<file path="src/design/lir_div.sv">
// ----------------------------------------------------------------------------
// lir_div
// Restoring unsigned divider, one quotient bit per cycle.
// ----------------------------------------------------------------------------
module lir_div #(
  parameter int NUM_W = 46,
  parameter int DEN_W = 30
) (
  input  logic             clk,
  input  logic             rst_n,
  input  logic             start,
  input  logic [NUM_W-1:0] num,
  input  logic [DEN_W-1:0] den,
  output logic             done,
  output logic [NUM_W-1:0] quo,
  output logic [DEN_W-1:0] rem
);

  localparam int CW = (NUM_W > 1) ? $clog2(NUM_W) : 1;

  logic             busy_r;
  logic             done_r;
  logic [CW-1:0]    cnt_r;
  logic [NUM_W-1:0] quo_r;
  logic [DEN_W-1:0] rem_r;
  logic [DEN_W-1:0] den_r;
  logic [DEN_W:0]   rem_sh;
  logic [DEN_W:0]   rem_diff;
  logic             qbit;
  logic [DEN_W-1:0] rem_nxt;

  always_comb begin
    rem_sh   = {rem_r, quo_r[NUM_W-1]};
    rem_diff = rem_sh - {1'b0, den_r};
    qbit     = ~rem_diff[DEN_W];
    rem_nxt  = qbit ? rem_diff[DEN_W-1:0] : rem_sh[DEN_W-1:0];
  end

  always_ff @(posedge clk) begin
    if (!rst_n) begin
      busy_r <= 1'b0;
      done_r <= 1'b0;
      cnt_r  <= '0;
    end else begin
      done_r <= 1'b0;
      if (start) begin
        busy_r <= 1'b1;
        cnt_r  <= '0;
      end else if (busy_r) begin
        if (cnt_r == CW'(NUM_W - 1)) begin
          busy_r <= 1'b0;
          done_r <= 1'b1;
        end
        cnt_r <= cnt_r + CW'(1);
      end
    end
  end

  always_ff @(posedge clk) begin
    if (start) begin
      quo_r <= num;
      rem_r <= '0;
      den_r <= den;
    end else if (busy_r) begin
      quo_r <= {quo_r[NUM_W-2:0], qbit};
      rem_r <= rem_nxt;
    end
  end

  assign done = done_r;
  assign quo  = quo_r;
  assign rem  = rem_r;

endmodule
</file>
<file path="config.mk">
export PLATFORM = sky130hd
export DESIGN_NAME = lir_div
export DESIGN_NICKNAME = d
export VERILOG_FILES = /design/src/design/lir_div.sv
export SDC_FILE = /design/constraint.sdc
export NUM_CORES = 1
export LEC_CHECK = 0
export BUFFER_PORTS_ARGS = -buffer_cell sky130_fd_sc_hd__buf_2
export CORE_MARGIN = 2
export CORE_UTILIZATION = 54
export DETAILED_ROUTE_END_ITERATION = 10
export PLACE_DENSITY = 0.81
export SLEW_MARGIN = 10
export SYNTH_ARGS = -nofsm -noshare
export SYNTH_HDL_FRONTEND = slang
export SYNTH_SLANG_ARGS = --single-unit
</file>
<file path="constraint.sdc">
create_clock -name clk -period 3.5 [get_ports clk]
set_input_delay 0.7 -clock clk [delete_from_list [all_inputs] [get_ports clk]]
set_output_delay 0.7 -clock clk [all_outputs]
set_load 0.005 [all_outputs]
</file>
==> results.toml <==
[sta]
clock.fmax_ghz = 0.323
slew_headroom_pct = 54.9
rsz0062_at_grt = "false"
tns_ns = 0
finClkSkew_ns = 0.0100
finalCritPeriodShare_pct = 88.4
slew_violations = 0
setup_viol = 0
finalCriticalPeriod_ns = 3.09
worstMarginPinSlew_ns = 0.673
holdWs_ns = 0.455
hold_viol = 0

[clock_tree]
cts_tree = "yes"
clockBufferDepth = 2
cts_max_level = 4
worstSkewPairLatency_ns = 0.42
path_clk_slew_ns = 0.05
cts_root_buf = "clkbuf_16"
cts_setup_buffers = 0
cts_buffers = 17
cts.sinks = 114
hold_buffers = 0
cts_resized = 0

[setup_path]
cp.arrival_ns = 3.37
rr_worst_depth = 13
worstSetupEndpointType = "flop"
critPathRequiredTime_ns = 3.77
start_kind = "flop"
worstPathMaxFanout = 31
worstSetupPathType = "flop to flop"

[routing]
drtAntennaViolNets = 0
firstDrtPassIters = 5
via_count = 4913
wl_um = 14600
first_iter_violations = 261
avgRoutedWirePerCell_um = 16.6
vias_per_cell = 5.56
drc = 0

[finish]
nets = 840
final_layout_size_suffix_gt1_share_pct = 32.8
nFillCells = 840
antenna_cells = 0
syn2layout_area_growth_pct = 24.4
finalInstanceArea_sq_um = 7670

[yosys]
synth_compound_area_share_pct = 14.2
synth.area.top_cells = "edfxtp_1 (37%), dfxtp_1 (12%), mux2_2 (8.2%)"
yosysTopAreaCellShare_pct = 37.0
synth_warnings = 0
ys_seq_area_share_pct = 49.3
synthSimpleGateAreaFrac_pct = 10.4
synth_edf_count = 76
synthFlopType = "edfxtp_1"
synth_top_family_by_area = "compound AO/OA/AOI/OAI gates"
synth_area_sq_um = 6170
yosysUniqueCellTypes = 63
yosysMostFrequentCell = "edfxtp_1"
syn_inst = 569
synthAdderAreaFrac_pct = 6.81
async_flop_share_pct = 0
synth_common_cells = "edfxtp_1 (76), nor2_1 (50), mux2_2 (45)"
synth-seq-cells = 114
synth-xor-area-share_pct = 3.95
syn_nets = 681
synth.avg_cell_area_sq_um = 10.8
synth_top_area_cell = "edfxtp_1"
synth_mux_area_share_pct = 11.0

[floorplanning]
start_util_pct = 54.7
ios = 156
coreArea_sq_um = 11300
die_area_sq_um = 12300
die_x_um = 111
row_count = 39
die_height_um = 111

[power]
peakVddDrop_mv = 0.413
p_leak_nw = 3.31
powerDensity_nw_per_um2 = 519

[job]
drv_cap = 0

[run_status]
status = "finished clean"

[global_routing]
groute.usage.overall_pct = 24.2
gr-total-overflow = 0
grt_pass1_vias = 4994
grt_first_pass_wirelength_um = 23900
antenna_found_initial = 0
grt_max_degree = 48

[placed_design]
numPortBuffers = 155
gp_congestion = 0.933
placedInstanceArea_sq_um = 7100
dpl.hpwl_um = 10800

[hold_path]
holdPathStages = 1
hp-class = "primary input to flop"
[registers in the layout, indices dropped and copies added, names as in the netlist]
signal / cells
quo: 46
den_r: 30
rem: 30
done: 1
busy_r: 1
cnt_r: 6
[worst paths after layout]
check / start / to / slack (ns)
hold reg to reg: rem[27] / rem[28] / 0.52
setup reg to reg: quo[45] / rem[3] / 0.41
hold / removal: den[21] / den_r[21] / 0.45
setup / recovery: quo[45] / rem[3] / 0.41
[cell type report]
| cell class | instances | area (sq um) | area share (%) |
|---|---|---|---|
| tap | 143 | 179 | 2.33 |
| multi-input combinational | 389 | 2870 | 37.4 |
| inverter | 44 | 165 | 2.15 |
| clock buffer | 19 | 433 | 5.64 |
| sequential | 114 | 3040 | 39.7 |
| timing repair buffer | 162 | 843 | 11.0 |
| clock inverter | 12 | 141 | 1.84 |
[where the power goes]
group | total [mW] | switching [mW] | internal, mW
clock | 1.70 | 0.600 | 1.10
sequential | 1.63 | 0.0682 | 1.57
combinational | 0.648 | 0.346 | 0.301
total | 3.98 | 1.01 | 2.97
[through the flow]
stage	instances	power, mW	utilization, %	worst slack (ns)
after floorplan	569	2.07	-	0.714
after global placement	852	2.28	63.0	0.539
after detailed placement	852	2.30	63.0	0.432
after CTS	883	4.01	68.1	0.423
after global routing	883	4.14	68.1	0.242
final	883	3.98	68.1	0.406
[cell families (layout without fill, tap and decap cells)]
logic type | count (synthesis) | after routing
muxes | 62 | 62
adders and majority gates | 33 | 33
xor gates and xnor gates | 27 | 27
AOI/OAI and AO/OA | 130 | 130
buffers and inverters | 66 | 237
DFF | 114 | 114
and+or+nand+nor | 137 | 137
[critical path, cell delays in order, from the launching register on]
cell and delay [ns]:
edfxtp_1 0.35, inv_1 0.05, ha_1 0.23, fa_1 0.42, nand2b_1 0.18, a21oi_1 0.16
a211oi_2 0.10, o31ai_2 0.31, o21ai_2 0.13, a21oi_2 0.24, xor2_4 0.20, buf_12 0.23
mux2i_1 0.24, a211oi_1 0.09
[routing by layer]
metal  wire, um  global-route usage (%)  vias up
met1       6020                    28.1     2266
met4        333                    10.3        0
met5          0                       0        -
met3       1140                    8.97       33
met2       7130                    40.3      202
li1           -                       -     2412
[cell usage in the layout (no fill, tap or decap), types with 6 or more instances in the layout]
cell type  count
edfxtp_1      76
a21o_1         9
a211oi_1      20
o21a_1         6
ha_1          32
xor2_1         8
clkbuf_16     17
nor3_1         8
nand2_1       38
nand4_1        8
dfxtp_1       37
inv_1         42
nand3_1        7
a21oi_1       34
xnor2_1       18
o21ai_0       12
nor2_1        50
o21ai_1        9
a31oi_1        6
mux2i_1       17
buf_2        154
buf_4          7
mux2_2        45
Note: power is estimated with default switching activity, not from simulation.
